## src/d8rg_pkg.sv

```systemverilog
// Shared types and constants for the D8 runoff gather block.
// No dependencies; the files that use it refer to it by scoped names.
package d8rg_pkg;

  // Item modes; the spare code behaves as a read
  localparam logic [1:0] MODE_WRITE  = 2'd0;
  localparam logic [1:0] MODE_GATHER = 2'd1;
  localparam logic [1:0] MODE_READ   = 2'd2;

  // Configuration register indexes and reset values
  localparam logic       CFG_ROW_COUNT = 1'b0;
  localparam logic       CFG_COL_COUNT = 1'b1;
  localparam logic [6:0] ROW_COUNT_RST = 7'd64;
  localparam logic [7:0] COL_COUNT_RST = 8'd128;

  // Field widths of one cell
  localparam int DIR_W = 8;
  localparam int RUN_W = 32;

  // D8 direction codes
  localparam logic [DIR_W-1:0] DIR_E  = 8'd1;
  localparam logic [DIR_W-1:0] DIR_SE = 8'd2;
  localparam logic [DIR_W-1:0] DIR_S  = 8'd4;
  localparam logic [DIR_W-1:0] DIR_SW = 8'd8;
  localparam logic [DIR_W-1:0] DIR_W_ = 8'd16;
  localparam logic [DIR_W-1:0] DIR_NW = 8'd32;
  localparam logic [DIR_W-1:0] DIR_N  = 8'd64;
  localparam logic [DIR_W-1:0] DIR_NE = 8'd128;
  localparam logic [DIR_W-1:0] DIR_NONE = 8'd0;

  // Gather read sequence: target first, then the eight neighbors
  typedef logic [3:0] step_t;
  localparam step_t STEP_SELF = 4'd0;
  localparam step_t STEP_NW   = 4'd1;
  localparam step_t STEP_N    = 4'd2;
  localparam step_t STEP_NE   = 4'd3;
  localparam step_t STEP_W    = 4'd4;
  localparam step_t STEP_E    = 4'd5;
  localparam step_t STEP_SW   = 4'd6;
  localparam step_t STEP_S    = 4'd7;
  localparam step_t STEP_SE   = 4'd8;
  localparam step_t STEP_LAST = STEP_SE;

  // Tag that travels with each read through the memory latency
  typedef struct packed {
    logic             target;  // read returns the target cell itself
    logic             live;    // neighbor exists and may contribute
    logic [DIR_W-1:0] want;    // code that points at the target
  } tap_t;

endpackage

```

## src/d8rg_nbr_gen.sv

```systemverilog
// Neighbor address generator: maps a gather step to a cell address and a tag.
// Depends on d8rg_pkg for step codes, direction codes and the tag type.
module d8rg_nbr_gen #(
  parameter int MAX_COLS = 128,
  parameter int ADDR_W   = 13
) (
  input  logic [5:0]          row_i,
  input  logic [6:0]          col_i,
  input  logic [6:0]          nrows_i,
  input  logic [7:0]          ncols_i,
  input  d8rg_pkg::step_t     step_i,
  output logic [ADDR_W-1:0]   addr_o,
  output d8rg_pkg::tap_t      tap_o
);

  logic       north;
  logic       south;
  logic       east_ok;
  logic [6:0] tgt_row;
  logic [6:0] up_row;
  logic [6:0] dn_row;
  logic [7:0] tgt_col;
  logic [7:0] last_col;
  logic [7:0] west_col;
  logic [7:0] east_col;
  logic [6:0] sel_row;
  logic [7:0] sel_col;
  d8rg_pkg::tap_t tap;

  // Edge tests: rows stop at the grid, columns wrap
  always_comb begin
    tgt_row  = {1'b0, row_i};
    up_row   = tgt_row - 7'd1;
    dn_row   = tgt_row + 7'd1;
    tgt_col  = {1'b0, col_i};
    last_col = ncols_i - 8'd1;
    north    = (row_i != 6'd0);
    south    = (tgt_row < (nrows_i - 7'd1));
    east_ok  = (tgt_col <= last_col);
    west_col = (col_i == 7'd0) ? last_col : (tgt_col - 8'd1);
    east_col = (tgt_col < last_col) ? (tgt_col + 8'd1) : 8'd0;
  end

  // Select the cell of this step and the code that drains into the target
  always_comb begin
    sel_row     = tgt_row;
    sel_col     = tgt_col;
    tap.target  = 1'b0;
    tap.live    = 1'b0;
    tap.want    = d8rg_pkg::DIR_NONE;
    case (step_i)
      d8rg_pkg::STEP_SELF: begin
        tap.target = 1'b1;
      end
      d8rg_pkg::STEP_NW: begin
        sel_row  = up_row;
        sel_col  = west_col;
        tap.live = north;
        tap.want = d8rg_pkg::DIR_SE;
      end
      d8rg_pkg::STEP_N: begin
        sel_row  = up_row;
        tap.live = north;
        tap.want = d8rg_pkg::DIR_S;
      end
      d8rg_pkg::STEP_NE: begin
        sel_row  = up_row;
        sel_col  = east_col;
        tap.live = north & east_ok;
        tap.want = d8rg_pkg::DIR_SW;
      end
      d8rg_pkg::STEP_W: begin
        sel_col  = west_col;
        tap.live = 1'b1;
        tap.want = d8rg_pkg::DIR_E;
      end
      d8rg_pkg::STEP_E: begin
        sel_col  = east_col;
        tap.live = east_ok;
        tap.want = d8rg_pkg::DIR_W_;
      end
      d8rg_pkg::STEP_SW: begin
        sel_row  = dn_row;
        sel_col  = west_col;
        tap.live = south;
        tap.want = d8rg_pkg::DIR_NE;
      end
      d8rg_pkg::STEP_S: begin
        sel_row  = dn_row;
        tap.live = south;
        tap.want = d8rg_pkg::DIR_N;
      end
      d8rg_pkg::STEP_SE: begin
        sel_row  = dn_row;
        sel_col  = east_col;
        tap.live = south & east_ok;
        tap.want = d8rg_pkg::DIR_NW;
      end
      default: begin
        tap.target = 1'b0;
      end
    endcase
    // Missing neighbors read the target instead, so no address leaves storage
    if (!tap.target && !tap.live) begin
      sel_row = tgt_row;
      sel_col = tgt_col;
    end
  end

  assign addr_o = ADDR_W'(32'(sel_row) * MAX_COLS + 32'(sel_col));
  assign tap_o  = tap;

endmodule

```

## config.mk

```make
export PLATFORM = sky130hd
export DESIGN_NAME = d8rg_nbr_gen
export DESIGN_NICKNAME = d
export VERILOG_FILES = /design/src/d8rg_pkg.sv /design/src/d8rg_nbr_gen.sv
export SDC_FILE = /design/constraint.sdc
export NUM_CORES = 1
export LEC_CHECK = 0
export BUFFER_PORTS_ARGS = -buffer_cell sky130_fd_sc_hd__buf_4
export CORE_UTILIZATION = 25
export DETAILED_ROUTE_END_ITERATION = 6
export PLACE_DENSITY_LB_ADDON = 0.25
export SLEW_MARGIN = 30
export SYNTH_ARGS = -nofsm -noshare
export SYNTH_HDL_FRONTEND = slang
export SYNTH_SLANG_ARGS = --single-unit
```

## constraint.sdc

```tcl
create_clock -name vclk -period 5.1
set_input_delay 0.51 -clock vclk [all_inputs]
set_output_delay 0.51 -clock vclk [all_outputs]
set_load 0.01 [all_outputs]
```

==> insert_results.sql <==
INSERT INTO impl_metrics (metric_group, metric, value, unit) VALUES
('critical_path', 'timing.critical_path.to_type', 'output pin', ''),
('timing', 'timing.final.crit_period', '4.51', 'ns'),
('logic_synthesis', 'muxShareOfSynthArea', '0.0261', ''),
('layout', 'post-route-util', '0.346', ''),
('logic_synthesis', 'synth_nets', '284', ''),
('critical_path', 'cp_max_fo', '9', ''),
('critical_path', 'worst-endpoint-required', '4.59', 'ns'),
('logic_synthesis', 'yosysSeqAreaShare', '0', ''),
('timing', 'fin_tns_setup', '0', 'ns'),
('timing', 'setup_viol_count_final', '0', ''),
('clock_tree', 'post_cts_resized', '0', ''),
('global_route', 'grt_first_pass_wirelength', '7850', 'µm'),
('critical_path', 'cp_slowest_cell', 'sky130_fd_sc_hd__or4_4', ''),
('critical_path', 'maximum_cell_stage_delay_along_the_critical_path', '0.59', 'ns'),
('placement', 'post-dp-hpwl', '3800', 'µm'),
('drt', 'detailed_route_wl', '4640', 'µm'),
('logic_synthesis', 'synth_top_family_by_area', 'simple AND/OR/NAND/NOR gates', ''),
('timing', 'final_hold_viol_count', '0', ''),
('drt', 'drt-vias-per-instance', '5.19', ''),
('floorplan', 'num_io_pins', '55', ''),
('timing', 'unrepaired_setup_endpoints_after_global_routing', 'no', ''),
('global_route', 'grt_overflow_total', '0', ''),
('drt', 'routed_wire_length_per_instance', '13.0', 'µm'),
('logic_synthesis', 'synth.lib_cells_used.distinct', '50', ''),
('logic_synthesis', 'synthXorXnorAreaFrac', '0.132', ''),
('timing', 'max_slew.worst_pin.slew', '0.859', 'ns'),
('timing', 'fmax', '222', 'MHz'),
('clock_tree', 'cts_setup_buffers', '0', ''),
('timing', 'final_min_period_over_clock_period', '0.885', ''),
('layout', 'drive_above_1_share', '0.246', ''),
('critical_path', 'timing.critical_path.from_type', 'input pin', ''),
('hold_path', 'hold_path_startpoint', 'step_i[1]', ''),
('layout', 'layout.cells.most_common_list', 'sky130_fd_sc_hd__buf_4, sky130_fd_sc_hd__nor2_1, sky130_fd_sc_hd__ha_1', ''),
('layout', 'final_sequential_cell_count', '0', ''),
('global_route', 'largest_net_degree_at_the_start_of_global_routing', '17', ''),
('hold_path', 'worstHoldEndpoint', 'tap_o[0]', ''),
('logic_synthesis', 'syn-instance-count', '229', ''),
('floorplan', 'die_height', '81.5', 'µm'),
('floorplan', 'initial_utilization', '0.262', ''),
('global_route', 'via_count_of_the_first_global_routing_pass', '1728', ''),
('global_route', 'initial_antenna_violation_count', '0', ''),
('logic_synthesis', 'post_synthesis_cell_area', '1580', 'µm²'),
('critical_path', 'timing.setup.critical_path_class', 'in2out', ''),
('global_route', 'grt_use_total', '0.143', ''),
('logic_synthesis', 'syn_avg_cell_area', '6.91', 'µm²'),
('drt', 'routed-via-count', '1846', ''),
('layout', 'syn2layout_area_growth', '31.9', '%'),
('run_status', 'status', 'completed', ''),
('power', 'power', '199', 'µW'),
('layout', 'finish.net_count', '338', ''),
('power', 'leakagePower', '0.920', 'nW'),
('logic_synthesis', 'post_synth_and_or_nand_nor_area_fraction', '0.334', ''),
('logic_synthesis', 'synth.yosys.warnings', '0', ''),
('logic_synthesis', 'post_synth_fa_ha_maj_area_fraction', '0.187', ''),
('layout', 'ff_latch_area', '0', 'µm²'),
('critical_path', 'cp.arrival', '4.00', 'ns'),
('layout', 'final.clkbuf_count', '0', ''),
('logic_synthesis', 'synth_compound_gate_area_share', '0.283', ''),
('layout', 'layout_commonest_cell', 'sky130_fd_sc_hd__buf_4', ''),
('timing', 'timing.slew.headroom', '0.423', ''),
('power', 'vdd_drop_max', '0.0349', 'mV'),
('clock_tree', 'ctsHoldBuffers', '0', ''),
('drt', 'ant_nets_after_route', '0', ''),
('critical_path', 'crit_path_cell_trace', 'buf_4 -> or3_1 -> nor3_1 -> xnor2_1 -> ha_1 -> nand3_1 -> a21oi_1 -> nor3b_1 -> or4_4 -> a211oi_4 -> buf_4 -> a21oi_1 -> ha_1 -> ha_1 -> nand3_1 -> xnor2_1 -> nand2_1 -> o21ai_0 -> buf_4', ''),
('logic_synthesis', 'synth.top_cell.area_share', '0.174', ''),
('power', 'power.density_cell_area', '95.3', 'nW/µm²'),
('placement', 'gp_congestion', '0.816', ''),
('logic_synthesis', 'synth.largest_area_cell', 'sky130_fd_sc_hd__ha_1', ''),
('hold_path', 'holdPathStages', '3', ''),
('run', 'maxCapViolCount', '0', ''),
('drt', 'first_iter_violations', '72', '');
-- through the flow --
stage / hold WS, ns / instances / setup WS (ns) / area (µm²)
final: 1.37 / 356 / 0.586 / 2090
after global routing: 1.40 / 356 / 0.277 / 2090
after CTS: 1.37 / 356 / 0.575 / 2080
after detailed placement: 1.37 / 356 / 0.580 / 2080
after global placement: 1.37 / 356 / 0.664 / 2080
after floorplan: 1.11 / 229 / 0.938 / 1580
-- power breakdown --
part / switching (mW) / internal, mW
registers: 0 / 0
clock network: 0 / 0
logic: 0.105 / 0.0937
total: 0.105 / 0.0937
-- cell families (layout without fill, tap and decap cells) --
| kind of cell | count (synthesis) | count (layout) |
|---|---|---|
| AND/OR/NAND/NOR | 98 | 98 |
| AO/OA/AOI/OAI | 65 | 65 |
| multiplexers | 4 | 4 |
| adder cells (fa/ha/maj) | 23 | 23 |
| XOR/XNOR | 23 | 23 |
| buffers and inverters | 16 | 68 |
-- cell usage after synthesis, types with 2 or more instances --
cell                        count
sky130_fd_sc_hd__o211ai_1       2
sky130_fd_sc_hd__clkbuf_1       4
sky130_fd_sc_hd__o2bb2ai_1      5
sky130_fd_sc_hd__nor2_1        27
sky130_fd_sc_hd__a32oi_1        2
sky130_fd_sc_hd__nand4_1        2
sky130_fd_sc_hd__mux2i_1        3
sky130_fd_sc_hd__or4_4          3
sky130_fd_sc_hd__a21oi_1       14
sky130_fd_sc_hd__xor2_1         7
sky130_fd_sc_hd__nor2b_1        3
sky130_fd_sc_hd__nor3b_1        6
sky130_fd_sc_hd__a211oi_1       3
sky130_fd_sc_hd__o21ai_0       13
sky130_fd_sc_hd__xnor2_1       15
sky130_fd_sc_hd__a21o_1         6
sky130_fd_sc_hd__ha_1          22
sky130_fd_sc_hd__nand2_1       13
sky130_fd_sc_hd__inv_1         12
sky130_fd_sc_hd__or2_2          2
sky130_fd_sc_hd__o22ai_1        3
sky130_fd_sc_hd__nand2b_1       4
sky130_fd_sc_hd__nor3_1        10
sky130_fd_sc_hd__nand3_1        8
sky130_fd_sc_hd__or3_1          5
sky130_fd_sc_hd__a31oi_1        4
sky130_fd_sc_hd__and3_1         8
-- metal layers --
metal,GRT usage,vias up,share of wire
met5,0,-,0
met4,0.00714,0,0
met3,0.00556,0,0.049
met2,0.250,42,0.48
met1,0.201,844,0.47
li1,-,960,-
-- area by class of cell --
cell class,count,area [µm²]
Multi-Input combinational cell,213,1530
Timing Repair Buffer,56,420
Fill cell,688,3940
Inverter,12,45.0
Tap cell,75,93.8
-- how the worst max path moves through the flow --
| stage | end | slack (ns) | depth (start not counted) |
|---|---|---|---|
| final | addr_o[11] | 0.59 | 19 |
| after global routing | addr_o[11] | 0.28 | 19 |
| after global placement | addr_o[11] | 0.66 | 19 |
| after floorplan | addr_o[11] | 0.94 | 15 |
| after CTS | addr_o[11] | 0.58 | 19 |
| after detailed placement | addr_o[11] | 0.58 | 19 |
No activity file was read; power rests on OpenSTA's default activity.
