===== config.mk =====
export PLATFORM = sky130hd
export DESIGN_NAME = d8rg_sat_acc
export DESIGN_NICKNAME = d
export VERILOG_FILES = /design/src/d8rg_pkg.sv /design/src/d8rg_sat_acc.sv
export SDC_FILE = /design/constraint.sdc
export NUM_CORES = 1
export LEC_CHECK = 0
export ABC_AREA = 1
export ABC_CLOCK_PERIOD_IN_PS = 4500
export BUFFER_PORTS_ARGS = -buffer_cell sky130_fd_sc_hd__buf_2
export CAP_MARGIN = 25
export CORE_UTILIZATION = 40
export CTS_CLUSTER_SIZE = 16
export DETAILED_ROUTE_END_ITERATION = 8
export PLACE_DENSITY_LB_ADDON = 0.3
export SYNTH_ARGS = -nofsm -noshare
export SYNTH_HDL_FRONTEND = slang
export SYNTH_SLANG_ARGS = --single-unit

===== constraint.sdc =====
create_clock -name clk_i -period 4.5 [get_ports clk_i]
set_input_delay 0 -clock clk_i [delete_from_list [all_inputs] [get_ports clk_i]]
set_output_delay 0 -clock clk_i [all_outputs]
set_load 0.01 [all_outputs]

===== src/d8rg_pkg.sv =====
// Shared types and constants for the D8 runoff gather block.
// No dependencies; the files that use it refer to it by scoped names.
package d8rg_pkg;

  // Item modes; the spare code behaves as a read
  localparam logic [1:0] MODE_WRITE  = 2'd0;
  localparam logic [1:0] MODE_GATHER = 2'd1;
  localparam logic [1:0] MODE_READ   = 2'd2;

  // Configuration register indexes and reset values
  localparam logic       CFG_ROW_COUNT = 1'b0;
  localparam logic       CFG_COL_COUNT = 1'b1;
  localparam logic [6:0] ROW_COUNT_RST = 7'd64;
  localparam logic [7:0] COL_COUNT_RST = 8'd128;

  // Field widths of one cell
  localparam int DIR_W = 8;
  localparam int RUN_W = 32;

  // D8 direction codes
  localparam logic [DIR_W-1:0] DIR_E  = 8'd1;
  localparam logic [DIR_W-1:0] DIR_SE = 8'd2;
  localparam logic [DIR_W-1:0] DIR_S  = 8'd4;
  localparam logic [DIR_W-1:0] DIR_SW = 8'd8;
  localparam logic [DIR_W-1:0] DIR_W_ = 8'd16;
  localparam logic [DIR_W-1:0] DIR_NW = 8'd32;
  localparam logic [DIR_W-1:0] DIR_N  = 8'd64;
  localparam logic [DIR_W-1:0] DIR_NE = 8'd128;
  localparam logic [DIR_W-1:0] DIR_NONE = 8'd0;

  // Gather read sequence: target first, then the eight neighbors
  typedef logic [3:0] step_t;
  localparam step_t STEP_SELF = 4'd0;
  localparam step_t STEP_NW   = 4'd1;
  localparam step_t STEP_N    = 4'd2;
  localparam step_t STEP_NE   = 4'd3;
  localparam step_t STEP_W    = 4'd4;
  localparam step_t STEP_E    = 4'd5;
  localparam step_t STEP_SW   = 4'd6;
  localparam step_t STEP_S    = 4'd7;
  localparam step_t STEP_SE   = 4'd8;
  localparam step_t STEP_LAST = STEP_SE;

  // Tag that travels with each read through the memory latency
  typedef struct packed {
    logic             target;  // read returns the target cell itself
    logic             live;    // neighbor exists and may contribute
    logic [DIR_W-1:0] want;    // code that points at the target
  } tap_t;

endpackage


===== src/d8rg_sat_acc.sv =====
// Saturating runoff accumulator fed by the cell store read ports.
// Depends on d8rg_pkg for the read tag type and field widths.
module d8rg_sat_acc (
  input  logic                           clk_i,
  input  logic                           rst_ni,
  input  logic                           issue_i,
  input  d8rg_pkg::tap_t                 tap_i,
  input  logic [d8rg_pkg::DIR_W-1:0]     dir_i,
  input  logic [d8rg_pkg::RUN_W-1:0]     runoff_i,
  output logic [d8rg_pkg::RUN_W-1:0]     runoff_o,
  output logic                           sat_o
);

  // Nine Q16.16 values fit in 36 signed bits
  localparam int SUM_W = d8rg_pkg::RUN_W + 4;
  localparam logic [d8rg_pkg::RUN_W-1:0] Q_MAX = {1'b0, {(d8rg_pkg::RUN_W-1){1'b1}}};

  logic             vld_q;
  d8rg_pkg::tap_t   tap_q;
  logic [SUM_W-1:0] sum_q;
  logic [SUM_W-1:0] sum_d;
  logic             positive;

  // Align the tag with the registered read data
  always_ff @(posedge clk_i or negedge rst_ni) begin
    if (!rst_ni) begin
      vld_q <= 1'b0;
    end else begin
      vld_q <= issue_i;
    end
  end

  always_ff @(posedge clk_i) begin
    tap_q <= tap_i;
    sum_q <= sum_d;
  end

  // Load the target, then add each neighbor that drains into it with positive runoff
  always_comb begin
    positive = !runoff_i[d8rg_pkg::RUN_W-1] && (runoff_i != '0);
    sum_d    = sum_q;
    if (vld_q) begin
      if (tap_q.target) begin
        sum_d = {{(SUM_W - d8rg_pkg::RUN_W){runoff_i[d8rg_pkg::RUN_W-1]}}, runoff_i};
      end else if (tap_q.live && (dir_i == tap_q.want) && positive) begin
        sum_d = sum_q + {{(SUM_W - d8rg_pkg::RUN_W){1'b0}}, runoff_i};
      end
    end
  end

  // Clip at the top only: every addend is positive
  assign sat_o    = !sum_q[SUM_W-1] && (sum_q[SUM_W-2:d8rg_pkg::RUN_W-1] != '0);
  assign runoff_o = sat_o ? Q_MAX : sum_q[d8rg_pkg::RUN_W-1:0];

endmodule


==> results.yml, run 1 <==
job:
  drv_cap: 0
clocking:
  insertion_delay_ns: 0.29
  cts_made_buffers: 5
  cts.sinks: 47
  cts_tree: "done"
  clk_pin_slew_ns: 0.07
  post_cts_buffers: 0
  clock_path_buffers: 2
  cts_root_buffer: "clkbuf_16"
  cts.htree.levels: 2
yosys:
  synth_enable_flop_cells: 36
  async_flop_share_pct: 2.128
  synth_area_um2: 4528
  synth_warnings: 0
  synth-main-ff-cell: "edfxtp_1"
  avgSynthCellArea_um2: 6.441
  syn_inst: 703
  syn-num-nets: 789
  ys_ff_latch: 47
  seq_area_frac_synth_pct: 28.85
  yosysUniqueCellTypes: 34
power:
  peakVddDrop_mv: 0.1500
  p_leak_nw: 2.780
  p_per_area_nw_per_um2: 257.9
floorplanning:
  die_area_um2: 11750
  fp.dieH_um: 108.4
  fp.coreArea_um2: 10940
  rows: 38
  die_w_um: 108.4
  initial_utilization_pct: 41.41
  ios: 86
timing:
  rsz0062_at_grt: "false"
  period_needed_ns: 2.341
  worst_hold_slack_ns: 0.01662
  worstMarginPinSlew_ns: 0.6908
  max-slew-margin-rel_pct: 53.80
  final-hold-violation-count: 0
  timing.setup.tns_ns: 0
  timing.final.crit_share_pct: 52.03
  setup_viol: 0
  finalMaxSlewViolations: 0
  skew_ns: 0.003818
  max_freq_mhz: 427.1
setup_path:
  critPathMaxFanout: 44
  critPathLaunchType: "flop"
  critPathKind: "flop to flop"
  cp.required_ns: 4.46
  endpoint_kind: "flop"
  cp_data_arrival_time_ns: 2.30
place:
  dpl_cell_area_um2: 5132
  finalWeightedCongestion: 0.9114
  dp_cells: 922
  dp_hpwl_mm: 9.646
  portBuffers: 85
grt:
  grt_pass1_vias: 4208
  antenna_found_initial: 1
  grt_max_degree: 45
  gr-total-overflow: 0
  grtUsageTotal_pct: 21.26
  grt_pass1_wl_mm: 19.75
layout:
  drive_above_1_share_pct: 18.18
  fin_area_um2: 5410
  syn_to_final_growth_pct: 19.48
  final_nets: 888
  layout_common_cells: "nand2_1, inv_1, buf_2"
  final_common_cell: "nand2_1"
  diodes: 0
  finalNonFillerCells: 943
routing:
  routed_wl_mm: 12.16
  vias: 4634
  wl_per_cell_um: 12.90
  vias_per_cell: 4.914
  drt_first_pass_iters: 5
  drc: 0
  ant_nets: 0
  drt_iter0_drc: 294
run_status:
  status: "finished clean"
hold_path:
  hold_class: "input port to flop"
[flip-flops by register name (all words and copies together) (netlist names)]
register	flops
vld_q	1
tap_q	10
sum_q	36
[synth_stat cells, types with 10 or more instances]
cell / count / area (um^2)
ha_1: 32 / 400.4
nand3_1: 48 / 240.2
nand2_1: 247 / 927.1
inv_1: 94 / 352.8
dfxtp_1: 10 / 200.2
nor2_1: 58 / 217.7
a21oi_1: 33 / 165.2
nor3_1: 13 / 65.06
edfxtp_1: 36 / 1081
o21ai_0: 23 / 115.1
or2_2: 34 / 212.7
[kinds of logic after synthesis]
| group | count (synthesis) | synth area share (%) |
|---|---|---|
| flops | 47 | 28.85 |
| fa+ha+maj | 33 | 9.284 |
| xor+xnor | 12 | 2.321 |
| compound gates | 74 | 8.842 |
| buf+inv | 105 | 8.842 |
| simple gates | 432 | 41.86 |
[power by group]
part	total (mW)	leakage [nW]	switching, mW	internal [mW]
sequential	0.518	0.436	0.0135	0.504
clock	0.388	0.0746	0.178	0.210
combinational	0.490	2.27	0.301	0.189
total	1.40	2.78	0.493	0.903
[critical path, cell delays in order, from the launching register on]
cell and delay (ns):
dfxtp_1 0.31, buf_4 0.40, clkinv_1 0.12, buf_4 0.26
a21boi_4 0.47, buf_4 0.43
[cell type report]
| class | instances | area (um^2) |
|---|---|---|
| fillers | 1161 | 5525 |
| multi-input cells | 551 | 2839 |
| flip-flops and latches | 47 | 1306 |
| repair buffers | 102 | 585.6 |
| inverters | 95 | 356.6 |
| well taps | 140 | 175.2 |
| clock buffers | 5 | 125.1 |
| clock inverters | 3 | 22.52 |
[what timing repair did]
action                                 4_1_cts  5_1_grt
gates resized for setup                      0        0
hold buffers                                13        0
endpoints found under the hold margin       12        0
setup endpoints to repair                    0        0
[per-layer routing]
layer | global-route usage (%) | part of all wire [%] | vias to the layer above
li1 | - | - | 2468
met1 | 29.84 | 49 | 2014
met2 | 34.99 | 44 | 140
met3 | 2.773 | 6.0 | 12
met4 | 4.054 | 1.2 | 0
met5 | 0 | 0 | -
[path summary, 6_finish.rpt]
check / from / to / slack, ns / cells past startpoint
worst max-delay path: tap_q[9] / sum_q[22] / 2.16 / 5
worst min-delay path: runoff_i[19] / sum_q[19] / 0.02 / 3
worst max register to register: tap_q[9] / sum_q[22] / 2.16 / 5
worst min register to register: sum_q[0] / sum_q[0] / 0.70 / 3
max in group asynchronous: rst_ni / vld_q / 3.87 / 3
min in group asynchronous: rst_ni / vld_q / 0.53 / 3
[stage by stage]
| step | utilization (%) | setup slack [ns] | power [mW] |
|---|---|---|---|
| after floorplan | - | 0.5552 | 0.8643 |
| after global placement | 46.93 | 2.195 | 1.001 |
| after CTS | 49.47 | 2.148 | 1.398 |
| after detailed placement | 46.93 | 2.150 | 1.004 |
| final | 49.47 | 2.159 | 1.395 |
| after global routing | 49.47 | 1.991 | 1.486 |
Power figures use the tool's default switching activity.
==> run 2, diff against run 1 <==
--- a/config.mk
+++ b/config.mk
@@ -6,7 +6,7 @@
 export NUM_CORES = 1
 export LEC_CHECK = 0
 export ABC_AREA = 1
-export ABC_CLOCK_PERIOD_IN_PS = 4500
+export ABC_CLOCK_PERIOD_IN_PS = 2000
 export BUFFER_PORTS_ARGS = -buffer_cell sky130_fd_sc_hd__buf_2
 export CAP_MARGIN = 25
 export CORE_UTILIZATION = 40
==> constraint.sdc (replaced) <==
create_clock -name clk_i -period 2 [get_ports clk_i]
set_input_delay 0 -clock clk_i [delete_from_list [all_inputs] [get_ports clk_i]]
set_output_delay 0 -clock clk_i [all_outputs]
set_load 0.01 [all_outputs]
==> results.yml, run 2 (same netlist as run 1, synthesis figures left out) <==
run_status:
  status: "finished with violations"
  failed_checks: "negative setup slack"
clocking:
  cts_tree: "done"
  clk_pin_slew_ns: 0.07
  cts.sinks: 47
  cts.htree.levels: 2
  cts_root_buffer: "clkbuf_16"
  clock_path_buffers: 2
  cts_made_buffers: 5
  insertion_delay_ns: 0.30
setup_path:
  endpoint_kind: "flop"
  critPathSlowestCell: "edfxtp_1"
  crit_path_cell_trace: "ha_2 > inv_2 > fa_2 > inv_2 > nand3_2 > nand3_2 > nand2_1 > nand2_2 > nand2_2 > nand2_4 > nand2_2 > nand2_1 > nand2_1 > nand3_1 > nand2_1"
  critPathMaxFanout: 3
  crit_top_cell: "nand2_1"
  critPathLaunchType: "flop"
  cp.required_ns: 2.05
  crit_buf_inv: 2
  rrSetupSlack_ns: -0.03
  cp_top_family: "simple AND/OR/NAND/NOR gates"
  cp_data_arrival_time_ns: 2.09
  critPathKind: "flop to flop"
  cp_slowest_stage_delay_ns: 0.37
timing:
  final-hold-violation-count: 0
  timing.setup.tns_ns: -0.1188
  finalMaxSlewViolations: 0
  max_freq_mhz: 491.6
  period_needed_ns: 2.034
  skew_ns: 0.008404
  timing.final.crit_share_pct: 101.7
  max-slew-margin-rel_pct: 62.44
  worstMarginPinSlew_ns: 0.5583
  rsz0062_at_grt: "true"
  setup_slack_ns: -0.03398
  setup_viol: 7
hold_path:
  hold_class: "input port to flop"
layout:
  register_area_um2: 1306
  multi_input_area_um2: 3756
  largest_register_ff_count: 36
  final_nets: 947
  fill_cells: 958
  largest_register: "sum_q"
  finalNonFillerCells: 1002
  diodes: 0
  syn_to_final_growth_pct: 49.79
  layout_common_cells: "nand2_1, inv_1, buf_2"
  final_common_cell: "nand2_1"
  drive_above_1_share_pct: 42.58
  final_util_pct: 62.03
  top_regs: "sum_q (36), tap_q (10), vld_q (1)"
grt:
  grt_pass1_vias: 4790
  grt_pass1_wl_mm: 22.20
  antenna_found_initial: 0
  grtUsageTotal_pct: 24.36
  gr-total-overflow: 0
  grt_max_degree: 44
power:
  p_leak_nw: 3.226
  p_per_area_nw_per_um2: 541.2
  power.total_mw: 3.671
  peakVddDrop_mv: 0.3901
place:
  portBuffers: 85
  dpl_worst_slack_ns: -0.1310
  dp_hpwl_mm: 10.51
  dp_cells: 963
  finalWeightedCongestion: 0.9194
routing:
  drc: 0
  wl_per_cell_um: 14.69
  drt_iter0_drc: 307
  vias: 5117
  ant_nets: 0
  routed_wl_mm: 14.72
  vias_per_cell: 5.107
  drt_first_pass_iters: 5
floorplanning:
  fp.coreArea_um2: 10940
  die_w_um: 108.4
  initial_utilization_pct: 41.41
  fp.dieH_um: 108.4
  rows: 38
  die_area_um2: 11750
  ios: 86
job:
  drv_cap: 0
-- run 2: cell types whose count changed in the layout (fill, tap and decap cells not counted), moves of 22 or more --
cell,before,now
a21oi_1,33,11
buf_4,4,60
ha_1,32,3
ha_4,0,28
nand2_1,247,191
nand2_2,5,41
nor2_1,58,31
-- run 2: final cells by class --
| class | count | area share [%] |
|---|---|---|
| repair buffers | 161 | 15.46 |
| clock buffers | 6 | 1.900 |
| multi-input cells | 551 | 55.38 |
| flip-flops and latches | 47 | 19.26 |
| clock inverters | 2 | 0.1660 |
| inverters | 95 | 5.257 |
| well taps | 140 | 2.583 |
-- run 2: routing by layer --
layer / vias to the layer above / wire length [um] / GRT usage, %
met3: 32 / 797 / 4.461
li1: 2587 / - / -
met5: - / 0 / 0
met1: 2345 / 6497 / 31.34
met4: 0 / 397 / 8.977
met2: 153 / 7027 / 40.58
-- run 2: worst paths after layout --
check / cells past startpoint / from / to
worst min-delay path: 3 / runoff_i[29] / sum_q[29]
max in group asynchronous: 3 / rst_ni / vld_q
worst max register to register: 15 / sum_q[0] / sum_q[32]
worst max-delay path: 15 / sum_q[0] / sum_q[32]
worst min register to register: 3 / tap_q[9] / sum_q[7]
min in group asynchronous: 3 / rst_ni / vld_q
-- run 2: stage by stage --
step,cell area [um^2],hold WS (ns)
after floorplan,4539,-0.2956
after global placement,5453,-0.2246
after detailed placement,5453,-0.2228
after CTS,6030,0.01268
after global routing,6783,0.03628
final,6783,0.02765
-- run 2: repair_timing --
item,4_1_cts,5_1_grt
hold buffers,13,0
pin swaps,4,47
resized for setup,43,164
setup buffers,3,15
endpoints found under the setup margin,20,39
cloned,0,0
hold endpoints to repair,12,0
-- run 2: where the power goes --
part	internal (mW)	switching, mW	total, mW
Sequential	1.14	0.0468	1.18
Clock	0.464	0.396	0.860
Combinational	0.732	0.896	1.63
-- run 2: worst reg2reg max path, delay by kind of cell, from the launching register on --
family,cells,cell delay (ns)
buf+inv,2,0.14
fa+ha+maj,2,0.52
flops,1,0.37
simple gates,11,0.76
==> run 3, diff against run 2 <==
--- a/config.mk
+++ b/config.mk
@@ -5,7 +5,6 @@
 export SDC_FILE = /design/constraint.sdc
 export NUM_CORES = 1
 export LEC_CHECK = 0
-export ABC_AREA = 1
 export ABC_CLOCK_PERIOD_IN_PS = 2000
 export BUFFER_PORTS_ARGS = -buffer_cell sky130_fd_sc_hd__buf_2
 export CAP_MARGIN = 25
==> results.yml, run 3 <==
floorplanning:
  ios: 86
  die_area_um2: 10950
  die_w_um: 104.7
  rows: 37
  fp.dieH_um: 104.7
  fp.coreArea_um2: 10280
  initial_utilization_pct: 41.02
yosys:
  synth_enable_flop_cells: 36
  syn-num-nets: 565
  yosysTopAreaCell: "edfxtp_1"
  yosysMostFrequentCell: "nand2_1"
  synth-main-ff-cell: "edfxtp_1"
  ys_top_cells_by_area: "edfxtp_1, ha_1, nand2_1"
  synthAdderAreaFrac_pct: 9.973
  synth_warnings: 0
  muxShareOfSynthArea_pct: 1.009
  yosysUniqueCellTypes: 74
  synth_top_area_share_pct: 25.65
  synth_xor_area_share_pct: 6.649
  synthSimpleGateAreaFrac_pct: 21.58
  avgSynthCellArea_um2: 8.800
  synth_area_um2: 4215
  synth_common_cells: "nand2_1, o21ai_0, a21oi_1, edfxtp_1, ha_1"
  syn_inst: 479
  seq_area_frac_synth_pct: 30.99
  async_flop_share_pct: 2.128
  ys_ff_latch: 47
  synth_compound_area_share_pct: 25.79
  synth_top_family_by_area: "compound AO/OA/AOI/OAI gates"
routing:
  vias_per_cell: 5.463
  routed_wl_mm: 13.98
  drt_first_pass_iters: 5
  ant_nets: 0
  wl_per_cell_um: 16.43
  drc: 0
  drt_iter0_drc: 209
  vias: 4649
timing:
  final-hold-violation-count: 0
  rsz0062_at_grt: "true"
  setup_viol: 63
  period_needed_ns: 2.370
  max_freq_mhz: 421.9
  finalMaxSlewViolations: 0
  max-slew-margin-rel_pct: 65.84
  worstMarginPinSlew_ns: 0.5077
  setup_slack_ns: -0.3701
  timing.final.crit_share_pct: 118.5
  skew_ns: 0.01267
  worst_hold_slack_ns: 0.01095
setup_path:
  reg2reg_depth: 10
  endpoint_kind: "flop"
  cp.required_ns: 2.08
  worstReg2RegStart: "sum_q[0]"
  crit_path_cell_trace: "ha_2 > inv_2 > fa_2 > nor2b_4 > o21ba_4 > o211ai_4 > a2111oi_4 > o211ai_1 > nand4b_1 > o311ai_1"
  cp_slowest_stage_delay_ns: 0.37
  critPathMaxFanout: 4
  critPathKind: "flop to flop"
  critPathLaunchType: "flop"
  cp_data_arrival_time_ns: 2.45
  rrSetupSlack_ns: -0.37
  reg2reg_to: "sum_q[28]"
  critPathSlowestCell: "edfxtp_1"
hold_path:
  hp-start: "runoff_i[26]"
  min_to: "sum_q[26]"
  hold_class: "input port to flop"
  holdPathStages: 3
run_status:
  status: "finished with violations"
  failed_checks: "negative setup slack"
layout:
  largest_register: "sum_q"
  fin_area_um2: 6783
  largest_register_ff_count: 36
  final_nets: 800
  syn_to_final_growth_pct: 60.91
  fill_cells: 848
  final_common_cell: "buf_4"
  layout_common_cells: "buf_4, buf_2, nand2_1"
  drive_above_1_share_pct: 52.87
  diodes: 0
  top_regs: "sum_q (36), tap_q (10), vld_q (1)"
power:
  p_per_area_nw_per_um2: 543.6
  p_leak_nw: 2.788
  power.total_mw: 3.687
  peakVddDrop_mv: 0.3651
clocking:
  cts_root_buffer: "clkbuf_8"
  clock_path_buffers: 2
  clk_pin_slew_ns: 0.11
  cts_made_buffers: 5
  insertion_delay_ns: 0.33
  cts.sinks: 47
  cts_tree: "done"
  cts.htree.levels: 2
grt:
  grtUsageTotal_pct: 24.88
  gr-total-overflow: 0
  grt_max_degree: 45
  grt_pass1_vias: 4686
  grt_pass1_wl_mm: 22.11
  antenna_found_initial: 0
place:
  finalWeightedCongestion: 0.8936
  portBuffers: 85
  dpl_worst_slack_ns: -0.4666
  dpl_cell_area_um2: 5802
  dp_hpwl_mm: 9.761
job:
  drv_cap: 0
==> run 3: kinds of logic (layout without fill, tap and decap cells) <==
family	after synthesis	in the layout
simple gates	177	177
compound gates	153	153
flops	47	47
buf+inv	33	269
mux	4	4
fa+ha+maj	33	33
xor+xnor	32	32
==> run 3: critical path, delay by kind of cell, from the launching register on <==
family | cells | cell delay (ns)
AOI/OAI and AO/OA | 5 | 0.91
and+or+nand+nor | 2 | 0.26
buffers and inverters | 1 | 0.04
adders and majority gates | 2 | 0.55
DFF | 1 | 0.37
==> run 3: cell type report <==
class | count | area [um^2] | area share [%]
repair buffers | 248 | 1814 | 26.75
inverters | 13 | 48.80 | 0.7194
well taps | 136 | 170.2 | 2.509
flip-flops and latches | 47 | 1310 | 19.31
multi-input cells | 399 | 3328 | 49.07
clock buffers | 6 | 93.84 | 1.384
clock inverters | 2 | 17.52 | 0.2583
==> run 3: what timing repair did <==
| action | CTS | global route |
|---|---|---|
| buffers inserted | 14 | 13 |
| pin swaps | 21 | 22 |
| gates resized for setup | 65 | 36 |
| endpoints found under the setup margin | 63 | 97 |
| cloned | 3 | 1 |
| hold endpoints to repair | 12 | 0 |
| hold buffers | 13 | 0 |
==> run 3: worst max-delay path by stage <==
stage / cells after the start / end / start / slack, ns
after CTS: 10 / sum_q[28] / sum_q[0] / -0.42
after global routing: 8 / sum_q[34] / sum_q[4] / -0.52
after floorplan: 10 / sum_q[32] / sum_q[0] / -0.26
after global placement: 10 / sum_q[30] / sum_q[0] / -0.39
after detailed placement: 10 / sum_q[30] / sum_q[0] / -0.47
final: 10 / sum_q[28] / sum_q[0] / -0.37
==> run 3: power by group <==
group / switching (mW) / internal, mW
clock network: 0.398 / 0.330
logic: 0.854 / 0.915
registers: 0.0477 / 1.14
==> run 3: routing by layer <==
layer | vias to the layer above | track usage (%) | wire length, um
met5 | - | 0 | 0
met4 | 0 | 8.652 | 441
met3 | 37 | 4.866 | 858
met2 | 180 | 42.86 | 6705
met1 | 2177 | 30.87 | 5978
li1 | 2255 | - | -
==> run 3: through the flow <==
step	util, %	setup TNS [ns]	instances
after floorplan	-	-10.04	479
after global placement	56.45	-7.109	805
after detailed placement	56.45	-8.150	805
after CTS	63.67	-10.56	843
after global routing	66.00	-18.12	851
final	66.00	-9.864	851
